File: config.mk
export PLATFORM = sky130hd
export DESIGN_NAME = clamped_pid_controller_top
export DESIGN_NICKNAME = d
export VERILOG_FILES = /design/src/rtl/cpid_pkg.sv /design/src/rtl/cpid_cfg_regs.sv /design/src/rtl/cpid_err_stage.sv /design/src/rtl/cpid_mac_stage.sv /design/src/rtl/cpid_out_stage.sv /design/src/rtl/clamped_pid_controller_top.sv
export SDC_FILE = /design/constraint.sdc
export NUM_CORES = 2
export LEC_CHECK = 0
export BUFFER_PORTS_ARGS = -buffer_cell sky130_fd_sc_hd__buf_2
export CAP_MARGIN = 5
export CORE_ASPECT_RATIO = 0.6
export CORE_UTILIZATION = 50
export DETAILED_ROUTE_END_ITERATION = 8
export GPL_ROUTABILITY_DRIVEN = 0
export PLACE_DENSITY = 0.68
export RECOVER_POWER = 25
export SYNTH_ARGS = -nofsm -noshare
export SYNTH_HDL_FRONTEND = slang
export SYNTH_SLANG_ARGS = --single-unit
export TNS_END_PERCENT = 5
File: constraint.sdc
create_clock -name i_clk -period 12.1 [get_ports i_clk]
set_input_delay 0 -clock i_clk [delete_from_list [all_inputs] [get_ports i_clk]]
set_output_delay 0 -clock i_clk [all_outputs]
set_load 0.02 [all_outputs]
File: src/rtl/cpid_pkg.sv
// cpid_pkg: types, widths and register codes of the clamped pid controller
// used by every module of the block; depends on nothing
package cpid_pkg;

    // gain fraction bits, legal range 8 to 20
    localparam int GAIN_FRACTION_BITS = 16;

    localparam int GAIN_W  = 24;
    localparam int DATA_W  = 32;
    localparam int SLOT_W  = 2;
    localparam int LIM_W   = 16;
    localparam int DRV_LIM_W = 15;
    localparam int DRIVE_W = 16;
    // clamped error and integral, derivative one bit wider
    localparam int ERR_W   = 17;
    localparam int DERIV_W = ERR_W + 1;
    // products and their sum, with headroom for three terms
    localparam int PROD_W  = GAIN_W + 1 + DERIV_W + 2;
    localparam int SUM_W   = PROD_W;
    localparam int QUOT_W  = SUM_W - GAIN_FRACTION_BITS;

    localparam logic [LIM_W-1:0] ERROR_LIMIT_RST = LIM_W'(5000);
    localparam logic [LIM_W-1:0] INTEG_LIMIT_RST = LIM_W'(5000);

    // configuration register codes
    typedef enum logic [2:0] {
        REG_PROP_GAIN    = 3'd0,
        REG_INTEG_GAIN   = 3'd1,
        REG_DERIV_GAIN   = 3'd2,
        REG_ERROR_LIMIT  = 3'd3,
        REG_DEAD_ZONE    = 3'd4,
        REG_INTEG_LIMIT  = 3'd5,
        REG_DRIVE_LIMIT  = 3'd6,
        REG_DOUBLE_ERROR = 3'd7
    } t_cfg_reg;

    typedef struct packed {
        logic [GAIN_W-1:0]    prop_gain;
        logic [GAIN_W-1:0]    integ_gain;
        logic [GAIN_W-1:0]    deriv_gain;
        logic [LIM_W-1:0]     error_limit;
        logic [LIM_W-1:0]     dead_zone;
        logic [LIM_W-1:0]     integ_limit;
        logic [DRV_LIM_W-1:0] drive_limit;
        logic                 double_error;
    } t_cfg;

    typedef struct packed {
        logic signed [DATA_W-1:0] feedback;
        logic signed [DATA_W-1:0] setpoint;
        logic [SLOT_W-1:0]        slot;
    } t_in_word;

    typedef struct packed {
        logic signed [DRIVE_W-1:0] drive;
        logic [SLOT_W-1:0]         slot_out;
    } t_out_word;

    // error stage result
    typedef struct packed {
        logic signed [ERR_W-1:0]   err;
        logic signed [ERR_W-1:0]   integ;
        logic signed [DERIV_W-1:0] deriv;
        logic [SLOT_W-1:0]         slot;
    } t_err_word;

    // weighted sum before scaling
    typedef struct packed {
        logic signed [SUM_W-1:0] sum;
        logic [SLOT_W-1:0]       slot;
    } t_sum_word;

endpackage

File: src/rtl/cpid_cfg_regs.sv
// cpid_cfg_regs: configuration register file of the clamped pid controller
// depends on cpid_pkg
module cpid_cfg_regs (
    input  logic                  i_clk,
    input  logic                  i_rst_n,
    input  logic                  i_cfg_valid,
    output logic                  o_cfg_ready,
    input  logic [2:0]            i_cfg_index,
    input  logic [cpid_pkg::GAIN_W-1:0] i_cfg_data,
    output cpid_pkg::t_cfg        o_cfg
);
    import cpid_pkg::*;

    t_cfg r_cfg;
    t_cfg n_cfg;

    // writes are always taken
    assign o_cfg_ready = 1'b1;
    assign o_cfg       = r_cfg;

    // register decode
    always_comb begin
        n_cfg = r_cfg;
        if (i_cfg_valid) begin
            case (t_cfg_reg'(i_cfg_index))
                REG_PROP_GAIN:    n_cfg.prop_gain    = i_cfg_data;
                REG_INTEG_GAIN:   n_cfg.integ_gain   = i_cfg_data;
                REG_DERIV_GAIN:   n_cfg.deriv_gain   = i_cfg_data;
                REG_ERROR_LIMIT:  n_cfg.error_limit  = i_cfg_data[LIM_W-1:0];
                REG_DEAD_ZONE:    n_cfg.dead_zone    = i_cfg_data[LIM_W-1:0];
                REG_INTEG_LIMIT:  n_cfg.integ_limit  = i_cfg_data[LIM_W-1:0];
                REG_DRIVE_LIMIT:  n_cfg.drive_limit  = i_cfg_data[DRV_LIM_W-1:0];
                REG_DOUBLE_ERROR: n_cfg.double_error = i_cfg_data[0];
                default:          n_cfg = r_cfg;
            endcase
        end
    end

    always_ff @(posedge i_clk) begin
        if (!i_rst_n) begin
            r_cfg.prop_gain    <= '0;
            r_cfg.integ_gain   <= '0;
            r_cfg.deriv_gain   <= '0;
            r_cfg.error_limit  <= ERROR_LIMIT_RST;
            r_cfg.dead_zone    <= '0;
            r_cfg.integ_limit  <= INTEG_LIMIT_RST;
            r_cfg.drive_limit  <= '0;
            r_cfg.double_error <= 1'b0;
        end else begin
            r_cfg <= n_cfg;
        end
    end

endmodule

File: src/rtl/cpid_err_stage.sv
// cpid_err_stage: input register, error clamp, deadband, integral and derivative
// holds the integral and last error state; depends on cpid_pkg
module cpid_err_stage (
    input  logic                 i_clk,
    input  logic                 i_rst_n,
    input  cpid_pkg::t_cfg       i_cfg,
    input  logic                 i_valid,
    output logic                 o_stall,
    input  cpid_pkg::t_in_word   i_data,
    output logic                 o_valid,
    input  logic                 i_stall,
    output cpid_pkg::t_err_word  o_data
);
    import cpid_pkg::*;

    t_in_word                r_in;
    logic                    r_in_valid;
    t_err_word               r_err;
    logic                    r_err_valid;
    logic signed [ERR_W-1:0] r_integ;
    logic signed [ERR_W-1:0] r_prev;

    logic                      ready_err;
    logic                      ready_in;
    logic                      advance;
    logic signed [DATA_W:0]    diff;
    logic signed [DATA_W+1:0]  raw;
    logic signed [DATA_W+1:0]  err_lim;
    logic signed [ERR_W-1:0]   err_clamped;
    logic signed [DERIV_W-1:0] err_ext;
    logic signed [DERIV_W-1:0] dz;
    logic signed [ERR_W-1:0]   n_err;
    logic signed [DERIV_W-1:0] integ_sum;
    logic signed [DERIV_W-1:0] integ_lim;
    logic signed [ERR_W-1:0]   n_integ;
    logic signed [DERIV_W-1:0] n_deriv;

    // pipeline handshake
    assign ready_err = !r_err_valid || !i_stall;
    assign ready_in  = !r_in_valid || ready_err;
    assign advance   = r_in_valid && ready_err;
    assign o_stall   = !ready_in;
    assign o_valid   = r_err_valid;
    assign o_data    = r_err;

    // exact error, optional doubling, magnitude clamp
    always_comb begin
        diff    = $signed({r_in.setpoint[DATA_W-1], r_in.setpoint}
                        - {r_in.feedback[DATA_W-1], r_in.feedback});
        raw     = i_cfg.double_error ? {diff, 1'b0} : {diff[DATA_W], diff};
        err_lim = $signed({(DATA_W + 2 - LIM_W)'(0), i_cfg.error_limit});
        if (raw > err_lim) begin
            err_clamped = err_lim[ERR_W-1:0];
        end else if (raw < -err_lim) begin
            err_clamped = ERR_W'(-err_lim);
        end else begin
            err_clamped = raw[ERR_W-1:0];
        end
    end

    // deadband, integral clamp and derivative
    always_comb begin
        err_ext = {err_clamped[ERR_W-1], err_clamped};
        dz      = $signed({2'b00, i_cfg.dead_zone});
        if ((err_ext > 0 && err_ext < dz) || (err_ext < 0 && err_ext > -dz)) begin
            n_err = '0;
        end else begin
            n_err = err_clamped;
        end
        integ_sum = {r_integ[ERR_W-1], r_integ} + {n_err[ERR_W-1], n_err};
        integ_lim = $signed({2'b00, i_cfg.integ_limit});
        if (integ_sum > integ_lim) begin
            n_integ = integ_lim[ERR_W-1:0];
        end else if (integ_sum < -integ_lim) begin
            n_integ = ERR_W'(-integ_lim);
        end else begin
            n_integ = integ_sum[ERR_W-1:0];
        end
        n_deriv = {n_err[ERR_W-1], n_err} - {r_prev[ERR_W-1], r_prev};
    end

    // valid bits and controller state
    always_ff @(posedge i_clk) begin
        if (!i_rst_n) begin
            r_in_valid  <= 1'b0;
            r_err_valid <= 1'b0;
            r_integ     <= '0;
            r_prev      <= '0;
        end else begin
            if (ready_in) begin
                r_in_valid <= i_valid;
            end
            if (ready_err) begin
                r_err_valid <= r_in_valid;
            end
            if (advance) begin
                r_integ <= n_integ;
                r_prev  <= n_err;
            end
        end
    end

    // payload registers
    always_ff @(posedge i_clk) begin
        if (ready_in && i_valid) begin
            r_in <= i_data;
        end
        if (advance) begin
            r_err.err   <= n_err;
            r_err.integ <= n_integ;
            r_err.deriv <= n_deriv;
            r_err.slot  <= r_in.slot;
        end
    end

endmodule

File: src/rtl/cpid_mac_stage.sv
// cpid_mac_stage: three gain products, registered, then their registered sum
// depends on cpid_pkg
module cpid_mac_stage (
    input  logic                 i_clk,
    input  logic                 i_rst_n,
    input  cpid_pkg::t_cfg       i_cfg,
    input  logic                 i_valid,
    output logic                 o_stall,
    input  cpid_pkg::t_err_word  i_data,
    output logic                 o_valid,
    input  logic                 i_stall,
    output cpid_pkg::t_sum_word  o_data
);
    import cpid_pkg::*;

    logic signed [PROD_W-1:0] r_prop;
    logic signed [PROD_W-1:0] r_integ;
    logic signed [PROD_W-1:0] r_deriv;
    logic [SLOT_W-1:0]        r_slot;
    logic                     r_prod_valid;
    t_sum_word                r_sum;
    logic                     r_sum_valid;

    logic                     ready_sum;
    logic                     ready_prod;
    logic signed [PROD_W-1:0] n_prop;
    logic signed [PROD_W-1:0] n_integ;
    logic signed [PROD_W-1:0] n_deriv;
    logic signed [SUM_W-1:0]  n_sum;

    assign ready_sum  = !r_sum_valid || !i_stall;
    assign ready_prod = !r_prod_valid || ready_sum;
    assign o_stall    = !ready_prod;
    assign o_valid    = r_sum_valid;
    assign o_data     = r_sum;

    // gain products, gains taken as positive
    always_comb begin
        n_prop  = $signed({1'b0, i_cfg.prop_gain})  * i_data.err;
        n_integ = $signed({1'b0, i_cfg.integ_gain}) * i_data.integ;
        n_deriv = $signed({1'b0, i_cfg.deriv_gain}) * i_data.deriv;
        n_sum   = r_prop + r_integ + r_deriv;
    end

    always_ff @(posedge i_clk) begin
        if (!i_rst_n) begin
            r_prod_valid <= 1'b0;
            r_sum_valid  <= 1'b0;
        end else begin
            if (ready_prod) begin
                r_prod_valid <= i_valid;
            end
            if (ready_sum) begin
                r_sum_valid <= r_prod_valid;
            end
        end
    end

    always_ff @(posedge i_clk) begin
        if (ready_prod && i_valid) begin
            r_prop  <= n_prop;
            r_integ <= n_integ;
            r_deriv <= n_deriv;
            r_slot  <= i_data.slot;
        end
        if (ready_sum && r_prod_valid) begin
            r_sum.sum  <= n_sum;
            r_sum.slot <= r_slot;
        end
    end

endmodule

File: src/rtl/cpid_out_stage.sv
// cpid_out_stage: scaling toward zero, drive clamp and result register
// depends on cpid_pkg
module cpid_out_stage (
    input  logic                 i_clk,
    input  logic                 i_rst_n,
    input  cpid_pkg::t_cfg       i_cfg,
    input  logic                 i_valid,
    output logic                 o_stall,
    input  cpid_pkg::t_sum_word  i_data,
    output logic                 o_valid,
    input  logic                 i_stall,
    output cpid_pkg::t_out_word  o_data
);
    import cpid_pkg::*;

    t_out_word r_out;
    logic      r_out_valid;

    logic                      ready_out;
    logic signed [QUOT_W-1:0]  quot;
    logic signed [QUOT_W-1:0]  quot_adj;
    logic signed [QUOT_W-1:0]  drv_lim;
    logic                      round_up;
    logic signed [DRIVE_W-1:0] n_drive;

    assign ready_out = !r_out_valid || !i_stall;
    assign o_stall   = !ready_out;
    assign o_valid   = r_out_valid;
    assign o_data    = r_out;

    // floor shift, then step back toward zero for negative sums with a fraction
    always_comb begin
        quot     = i_data.sum[SUM_W-1:GAIN_FRACTION_BITS];
        round_up = i_data.sum[SUM_W-1] && (|i_data.sum[GAIN_FRACTION_BITS-1:0]);
        quot_adj = quot + $signed({{(QUOT_W-1){1'b0}}, round_up});
        drv_lim  = $signed({(QUOT_W - DRV_LIM_W)'(0), i_cfg.drive_limit});
        if (quot_adj > drv_lim) begin
            n_drive = drv_lim[DRIVE_W-1:0];
        end else if (quot_adj < -drv_lim) begin
            n_drive = DRIVE_W'(-drv_lim);
        end else begin
            n_drive = quot_adj[DRIVE_W-1:0];
        end
    end

    always_ff @(posedge i_clk) begin
        if (!i_rst_n) begin
            r_out_valid <= 1'b0;
        end else if (ready_out) begin
            r_out_valid <= i_valid;
        end
    end

    always_ff @(posedge i_clk) begin
        if (ready_out && i_valid) begin
            r_out.drive    <= n_drive;
            r_out.slot_out <= i_data.slot;
        end
    end

endmodule

File: src/rtl/clamped_pid_controller_top.sv
// Clamped PID controller: takes one word of feedback, setpoint and motor slot
// in every clock cycle while not stalled and returns one 16 bit drive word
// with its slot per word. An accepted word passes in order through the
// pipeline of input register, error and integral register, product register,
// sum register and result register, and each stage moves on as soon
// as the stage after it has room, so a stalled output still lets words enter
// until all five registers are full. The integral and last error are updated
// by the error stage once per word, which sets the rate of one word per cycle
// if unstalled. Configuration writes are always ready and take effect at once;
// write them only while no word is in flight. No clearing pass after reset.
// depends on cpid_pkg and the cpid stage modules
module clamped_pid_controller_top (
    input  logic                          i_clk,
    input  logic                          i_rst_n,
    input  logic                          i_valid,
    output logic                          o_stall,
    input  cpid_pkg::t_in_word            i_data,
    output logic                          o_valid,
    input  logic                          i_stall,
    output cpid_pkg::t_out_word           o_data,
    input  logic                          i_cfg_valid,
    output logic                          o_cfg_ready,
    input  logic [2:0]                    i_cfg_index,
    input  logic [cpid_pkg::GAIN_W-1:0]   i_cfg_data
);
    import cpid_pkg::*;

    t_cfg      cfg;
    t_err_word err_word;
    t_sum_word sum_word;
    logic      err_valid;
    logic      err_stall;
    logic      sum_valid;
    logic      sum_stall;

    // configuration registers
    cpid_cfg_regs u_cfg (
        .i_clk       (i_clk),
        .i_rst_n     (i_rst_n),
        .i_cfg_valid (i_cfg_valid),
        .o_cfg_ready (o_cfg_ready),
        .i_cfg_index (i_cfg_index),
        .i_cfg_data  (i_cfg_data),
        .o_cfg       (cfg)
    );

    // error, integral and derivative
    cpid_err_stage u_err (
        .i_clk   (i_clk),
        .i_rst_n (i_rst_n),
        .i_cfg   (cfg),
        .i_valid (i_valid),
        .o_stall (o_stall),
        .i_data  (i_data),
        .o_valid (err_valid),
        .i_stall (err_stall),
        .o_data  (err_word)
    );

    // gain products and sum
    cpid_mac_stage u_mac (
        .i_clk   (i_clk),
        .i_rst_n (i_rst_n),
        .i_cfg   (cfg),
        .i_valid (err_valid),
        .o_stall (err_stall),
        .i_data  (err_word),
        .o_valid (sum_valid),
        .i_stall (sum_stall),
        .o_data  (sum_word)
    );

    // scaling, clamp and result register
    cpid_out_stage u_out (
        .i_clk   (i_clk),
        .i_rst_n (i_rst_n),
        .i_cfg   (cfg),
        .i_valid (sum_valid),
        .o_stall (sum_stall),
        .i_data  (sum_word),
        .o_valid (o_valid),
        .i_stall (i_stall),
        .o_data  (o_data)
    );

    // input is held back only when a result is waiting at the output
    a_stall_needs_result: assert property (@(posedge i_clk) disable iff (!i_rst_n)
        o_stall |-> (o_valid && i_stall))
        else $error("input stalled with no result waiting");

    // drive limit is at most 32767, so the most negative code never appears
    a_drive_not_min: assert property (@(posedge i_clk) disable iff (!i_rst_n)
        o_valid |-> (o_data.drive != 16'sh8000))
        else $error("drive word outside the clamp range");

    // reset empties the pipeline
    a_reset_empties: assert property (@(posedge i_clk)
        !i_rst_n |=> !o_valid)
        else $error("result valid right after reset");

endmodule
=== Word-level counts from Yosys, hierarchy flattened ===
Cells that the tools add are included.

* Multipliers: 3
* Reductions and logical operators: 31
* Mux-type cells: 8
* Equality and inequality tests: 7
* Add/sub/neg operators: 10
* Divide/modulo/power cells: 0
* Bitwise operators: 0
* Shift-type cells: 0
* Order comparisons: 10

{| class="wikitable"
|+ Operator list
! operator !! number
|-
| $add A45 B45 Y45 || 2
|-
| $mux W17 || 5
|-
| $mul A25 B17 Y42 || 2
|-
| $mul A25 B18 Y43 || 1
|-
| $neg A16 Y18 || 2
|-
| $gt A34 B17 Y1 || 1
|-
| $lt A34 B34 Y1 || 1
|-
| $neg A16 Y34 || 1
|-
| $mux W33 || 1
|-
| $sub A32 B32 Y33 || 1
|-
| $add A29 B2 Y29 || 1
|-
| $gt A29 B16 Y1 || 1
|-
| $lt A29 B29 Y1 || 1
|-
| $neg A15 Y29 || 1
|-
| $add A17 B17 Y18 || 1
|-
| $gt A17 B18 Y1 || 1
|-
| $gt A18 B17 Y1 || 1
|-
| $lt A18 B18 Y1 || 1
|-
| $sub A17 B17 Y18 || 1
|-
| $gt A17 B1 Y1 const B || 1
|-
| $lt A17 B1 Y1 const B || 1
|-
| $lt A17 B17 Y1 || 1
|-
| $mux W16 || 1
|-
| $reduce_and A2 Y1 || 8
|-
| other kinds (9) || 31
|}

* Memory bits (writable): 0
* Bits in read-only memories: 0
* Memories: 0
* Output and inout port bits: 21
* Bits in latches: 0
* Register bits after elaboration: 497
* Input port bits: 98

=== Depth between registers and ports, before layout ===
* Word-level depth: 13
* Mapped depth: 69
* Mapped depth without buffers: 63

=== Cells and area by module ===
From an unflattened synthesis, not the netlist that was laid out.

* Cell total of the unflattened synthesis: 7944
* Area total of the unflattened synthesis: 72682.2 um^2

{| class="wikitable"
|+ Modules (own cells, without submodules)
! module !! cells an instance !! instances !! area each (um^2)
|-
| cpid_mac_stage || 5381 || 1 || 50125.6
|-
| cpid_err_stage || 1704 || 1 || 14559.0
|-
| cpid_cfg_regs || 485 || 1 || 5044.8
|-
| cpid_out_stage || 374 || 1 || 2952.8
|}

=== Worst setup path before layout ===
Ideal clock, no wire load.

* Path type: register -> register
* Start: register u_err.r_in[3] (netlist name)
* End: register u_err.r_integ[4]
* Library setup time: 116 ps
* Path slack: 307 ps
* Stages on the path, launching flop included: 63
* Arrival: 11677 ps
* Clock period less this slack: 11793 ps
* Cell sequence: edfxtp_1 -> ha_1 -> nor2b_1 -> o2111ai_1 -> nand4_1 -> and2_1 -> a31o_2 -> clkbuf_1 -> or3_1 -> and3_1 -> mux2_2 -> ha_1 -> a2111oi_0 -> o221ai_1 -> o22ai_1 -> a21oi_1 -> a211o_1 -> nand3_1 -> [... 27 more ...] -> o21bai_1 -> a21oi_1 -> xnor2_1 -> ha_1 -> a21o_1 -> a21oi_1 -> o21ai_0 -> a21o_1 -> a21o_1 -> a21oi_1 -> nor3_1 -> a211oi_1 -> a22oi_1 -> o21bai_1 -> clkbuf_1 -> o21ai_0 -> o2bb2ai_2 -> o211a_1

* Cells in the longest elaborated chain, start to end: 13
* Elaborated cells between the ends (all ways): 19

{| class="wikitable"
|+ Ends and longest elaborated chain
! element !! RTL line !! source
|-
| from (decl) || cpid_err_stage.sv:16 || <nowiki>t_in_word r_in;</nowiki>
|-
| from (signal assigned) || cpid_err_stage.sv:106 || <nowiki>r_in <= i_data;</nowiki>
|-
| $sub A32 B32 Y33 * || cpid_err_stage.sv:49 || <nowiki>- {r_in.feedback[DATA_W-1], r_in.feedback});</nowiki>
|-
| $mux W33 || cpid_err_stage.sv:50 || <nowiki>raw = i_cfg.double_error ? {diff, 1'b0} : {diff[DATA_W], diff};</nowiki>
|-
| $lt A34 B34 Y1 || cpid_err_stage.sv:54 || <nowiki>end else if (raw < -err_lim) begin</nowiki>
|-
| $mux W17 || cpid_err_stage.sv:54 ||
|-
| $mux W17 * || cpid_err_stage.sv:52 || <nowiki>if (raw > err_lim) begin</nowiki>
|-
| $gt A17 B18 Y1, or another cell as far along || cpid_err_stage.sv:65 || <nowiki>if ((err_ext > 0 && err_ext < dz) || (err_ext < 0 && err_ext > -dz)) begin</nowiki>
|-
| $logic_and A1 B1 Y1 || cpid_err_stage.sv:65 ||
|-
| $logic_or A1 B1 Y1 || cpid_err_stage.sv:65 ||
|-
| $mux W17 * || cpid_err_stage.sv:65 ||
|-
| named net u_err.n_err[2] || cpid_err_stage.sv:32 || <nowiki>logic signed [ERR_W-1:0] n_err;</nowiki>
|-
| $add A17 B17 Y18 * || cpid_err_stage.sv:70 || <nowiki>integ_sum = {r_integ[ERR_W-1], r_integ} + {n_err[ERR_W-1], n_err};</nowiki>
|-
| $lt A18 B18 Y1 || cpid_err_stage.sv:74 || <nowiki>end else if (integ_sum < -integ_lim) begin</nowiki>
|-
| $mux W17 || cpid_err_stage.sv:74 ||
|-
| $mux W17 * || cpid_err_stage.sv:72 || <nowiki>if (integ_sum > integ_lim) begin</nowiki>
|-
| named net u_err.n_integ[4] || cpid_err_stage.sv:35 || <nowiki>logic signed [ERR_W-1:0] n_integ;</nowiki>
|-
| to (signal assigned) || cpid_err_stage.sv:97 || <nowiki>r_integ <= n_integ;</nowiki>
|-
| to (decl) || cpid_err_stage.sv:20 || <nowiki>logic signed [ERR_W-1:0] r_integ;</nowiki>
|}

The timed path passes the listed nets; every way through them passes the cells marked *.
A chain may end at the register's enable or synchronous reset.

=== Worst setup path after layout ===
* Start: register u_err.r_in[3] (netlist name)
* End: register u_err.r_integ[15]

* Cells in the longest elaborated chain, start to end: 13
* Elaborated cells between the ends (all ways): 19

{| class="wikitable"
|+ Ends and longest elaborated chain
! element !! RTL line
|-
| $sub A32 B32 Y33 * || cpid_err_stage.sv:49
|-
| $mux W33 || cpid_err_stage.sv:50
|-
| $lt A34 B34 Y1 || cpid_err_stage.sv:54
|-
| $mux W17 || cpid_err_stage.sv:54
|-
| $mux W17 * || cpid_err_stage.sv:52
|-
| $gt A17 B18 Y1, or another cell as far along || cpid_err_stage.sv:65
|-
| $logic_and A1 B1 Y1 || cpid_err_stage.sv:65
|-
| $logic_or A1 B1 Y1 || cpid_err_stage.sv:65
|-
| $mux W17 * || cpid_err_stage.sv:65
|-
| named net u_err.n_err[3] || cpid_err_stage.sv:32
|-
| $add A17 B17 Y18 * || cpid_err_stage.sv:70
|-
| $lt A18 B18 Y1 || cpid_err_stage.sv:74
|-
| $mux W17 || cpid_err_stage.sv:74
|-
| $mux W17 * || cpid_err_stage.sv:72
|}

Marks and branches as above.

==> flow_metrics.py <==
metrics = {
    "status": {
        "status": "finished, violations left",
        "violations": "max-capacitance violations, max-slew violations",
    },
    "yosys": {
        "syn_avg_cell_area_um2": 9.16,
        "syn_nets": 9365,
        "ys_seq_area_share_pct": 18.8,
        "synth_ff_type": "edfxtp_1",
        "yosysWarnings": 0,
        "synthXorXnorAreaFrac_pct": 3.15,
        "netlist_instances": 7519,
        "synth_top_family_by_area": "adder cells",
        "synth_edf_count": 314,
        "synth_compound_area_share_pct": 8.55,
        "yosys.area.top_type": "fa_1",
        "yosys.area_share.simple_pct": 16.5,
        "yosysMostFrequentCell": "inv_1",
        "muxShareOfSynthArea_pct": 0.712,
        "ys_top_cells_by_area": "fa_1 31%, edfxtp_1 14%, ha_1 13%",
        "ys_ff_latch": 489,
        "synthTopCellsByCount": "1,310 x inv_1, 1,196 x nand2_1, 1,055 x fa_1",
        "synthArstFlopShare_pct": 0,
        "synth_area_mm2": 0.0689,
        "synth_top_area_share_pct": 30.7,
        "synth-adder-area-share_pct": 43.3,
        "ys_types": 107,
    },
    "sta": {
        "drv_slew": 48,
        "setup_viol": 0,
        "hold_viol": 0,
        "fmax_mhz": 84.6,
        "timing.final.crit_share_pct": 97.6,
        "slew_headroom_pct": -87.6,
        "tns_ps": 0,
        "hold_slack_ps": 49.0,
        "skew_ps": 47.2,
        "timing.final.ws_setup_ps": 285,
        "worst-slew-pin-transition_ps": 2810,
        "fin_crit_ps": 11810,
    },
    "layout": {
        "final_nets": 9555,
        "drive_above_1_share_pct": 7.19,
        "fin_area_mm2": 0.0755,
        "area_delta_synth_final_pct": 9.64,
        "final_util_pct": 55.3,
        "fillers": 12100,
    },
    "global_route": {
        "first_global_vias": 54400,
        "use_met3_pct": 13.9,
        "use_met1_pct": 45.1,
        "grtUsageMet2_pct": 40.5,
        "antenna_found_initial": 3,
        "grt_pass1_wl_um": 323000,
        "grtUsageTotal_pct": 30.6,
        "grt_overflow_total": 0,
        "globalRoute.busiestLayer": "met1",
        "grt_max_degree": 88,
    },
    "setup_path": {
        "reg2reg_from": "u_err.r_in[3]",
        "critPathLaunchType": "register",
        "cp_data_arrival_time_ps": 12360,
        "path_max_fanout": 10,
        "slowest_stage": "o41ai_2",
        "critPathKind": "reg2reg",
        "regToRegSetupSlack_ps": 290,
        "rr_worst_depth": 59,
        "required_ps": 12650,
        "crit_path_start": "u_err.r_in[3]",
        "r2r-end": "u_err.r_integ[15]",
        "crit_path_end": "u_err.r_integ[15]",
        "cp_common_cell": "ha_1",
        "crit_path_max_incr_delay_ps": 410,
        "cp-end-kind": "register",
    },
    "clock_network": {
        "cts_max_level": 2,
        "clk_latency_ps": 660,
        "cts_buffers": 50,
        "cts.sinks": 489,
        "cts.clk_slew.worst_paths_ps": 70,
        "clock-root-buffer": "clkbuf_16",
        "clockBufferDepth": 3,
        "cts_tree": "done",
    },
    "pwr": {
        "internal-power_mw": 5.47,
        "leakage_nw": 34.7,
        "swShare_pct": 45.9,
        "p_sw_mw": 4.65,
        "pwr-share-clk_pct": 16.8,
        "peakVddDrop_v": 0.000168,
        "power_density_mw_per_mm2": 134,
        "power_frac_comb_pct": 59.6,
        "seq_power_share_pct": 23.6,
    },
    "detailed_routing": {
        "ant_nets": 0,
        "dr.pass1.iters": 5,
        "vias": 53900,
        "viasPerCell": 5.63,
        "post_drt_wl_per_cell_um": 21.9,
        "drt_wl_total_um": 210000,
        "drtIter0Drc": 5506,
        "drcViolationCount": 0,
    },
    "run": {
        "cap_violations": 1,
    },
    "die": {
        "die_h_um": 290,
        "die_w_um": 481,
        "floorplan.die_area_mm2": 0.139,
        "ioPinCount": 119,
        "coreArea_mm2": 0.137,
        "rows": 105,
        "initial_core_util_pct": 50.4,
    },
    "placement": {
        "dpl_cell_area_mm2": 0.0723,
        "hpwl_um": 164000,
        "port_buffers": 117,
        "place_ws_ps": -249,
    },
    "hold_path": {
        "hold_class": "in2reg",
    },
}
critical path, delay by kind of cell, from the launching register on:
kind | cells | cell delay, ps
buffers and inverters | 8 | 1050
flip-flops | 1 | 390
multiplexers | 2 | 540
AO/OA/AOI/OAI | 24 | 5100
adder cells (fa/ha/maj) | 5 | 1140
AND/OR/NAND/NOR | 20 | 3460
flip-flops by register name, indices dropped and copies added, names as in the netlist, 2 cells and up:
signal	cells
u_out.o_data	18
u_mac.r_integ	42
u_mac.r_deriv	43
u_mac.r_slot	2
u_err.r_in	66
u_err.o_data	54
u_mac.o_data	47
u_mac.r_prop	42
u_cfg.o_cfg	136
u_err.r_integ	17
u_err.r_prev	17
cells by family after synthesis:
group / after synthesis
flops: 489
compound gates: 929
fa+ha+maj: 1753
xor+xnor: 247
simple gates: 2418
other cells: 1
buf+inv: 1635
mux: 47
through the flow:
stage	instances	power [mW]
6_report	9577	10.1
5_1_grt	9570	10.7
4_1_cts	9557	9.80
3_5_place_dp	9365	8.04
3_3_place_gp	9365	7.89
2_1_floorplan	7519	6.03
power groups by stage:
stage	Combinational [mW]	Clock (mW)	Sequential [mW]
finish	6.03	1.70	2.39
global route	6.55	1.79	2.40
CTS	5.71	1.72	2.37
detailed placement	5.63	0	2.40
global placement	5.49	0	2.40
floorplan	3.76	0	2.27
cell usage in the layout, fill, tap and decap left out, types with 61 or more instances in the layout:
cell type and instances:
nand2_1 1195, xnor2_1 204, nor2b_1 61, nor2_1 261, nand3_1 71, dlygate4sd3_1 98, inv_1 1307, o21ai_0 203
fa_1 1054, buf_4 232, edfxtp_1 314, and2_1 451, nand2b_1 113, a21oi_1 336, buf_2 91, dfxtp_1 175
ha_1 687, nor3_1 66
worst min path at each step:
stage	to	depth (start not counted)	start	slack, ps
final	u_err.r_in[4]	2	i_data[4]	50
after global routing	u_err.r_in[60]	2	i_data[60]	40
after CTS	u_err.r_in[4]	2	i_data[4]	20
after detailed placement	u_err.r_in[26]	1	i_data[26]	180
after global placement	u_err.r_in[59]	1	i_data[59]	180
after floorplan	u_err.r_in[0]	0	i_data[0]	100
per-layer routing:
metal	vias to the layer above	wire length, um
li1	24100	-
met1	26700	93500
met2	2860	79100
met3	256	32900
met4	2	4470
met5	-	15
timing repair:
action | in CTS | in global routing
pin swaps | 2 | 36
endpoints found under the setup margin | 34 | 34
endpoints found under the hold margin | 218 | 0
gates resized for setup | 10 | 79
setup buffers | 0 | 10
hold buffers | 98 | 0
gates cloned | 0 | 3
layout make-up:
type | count | area, um2 | area share [%]
tap | 1819 | 2280 | 3.01
sequential | 489 | 12900 | 17.1
inverter | 1314 | 4930 | 6.53
timing repair buffer | 459 | 3430 | 4.54
antenna | 7 | 17.5 | 0.0232
clock inverter | 32 | 347 | 0.459
multi-input combinational | 5395 | 50200 | 66.5
clock buffer | 62 | 1400 | 1.85
Note: power is estimated with default switching activity, not from simulation.
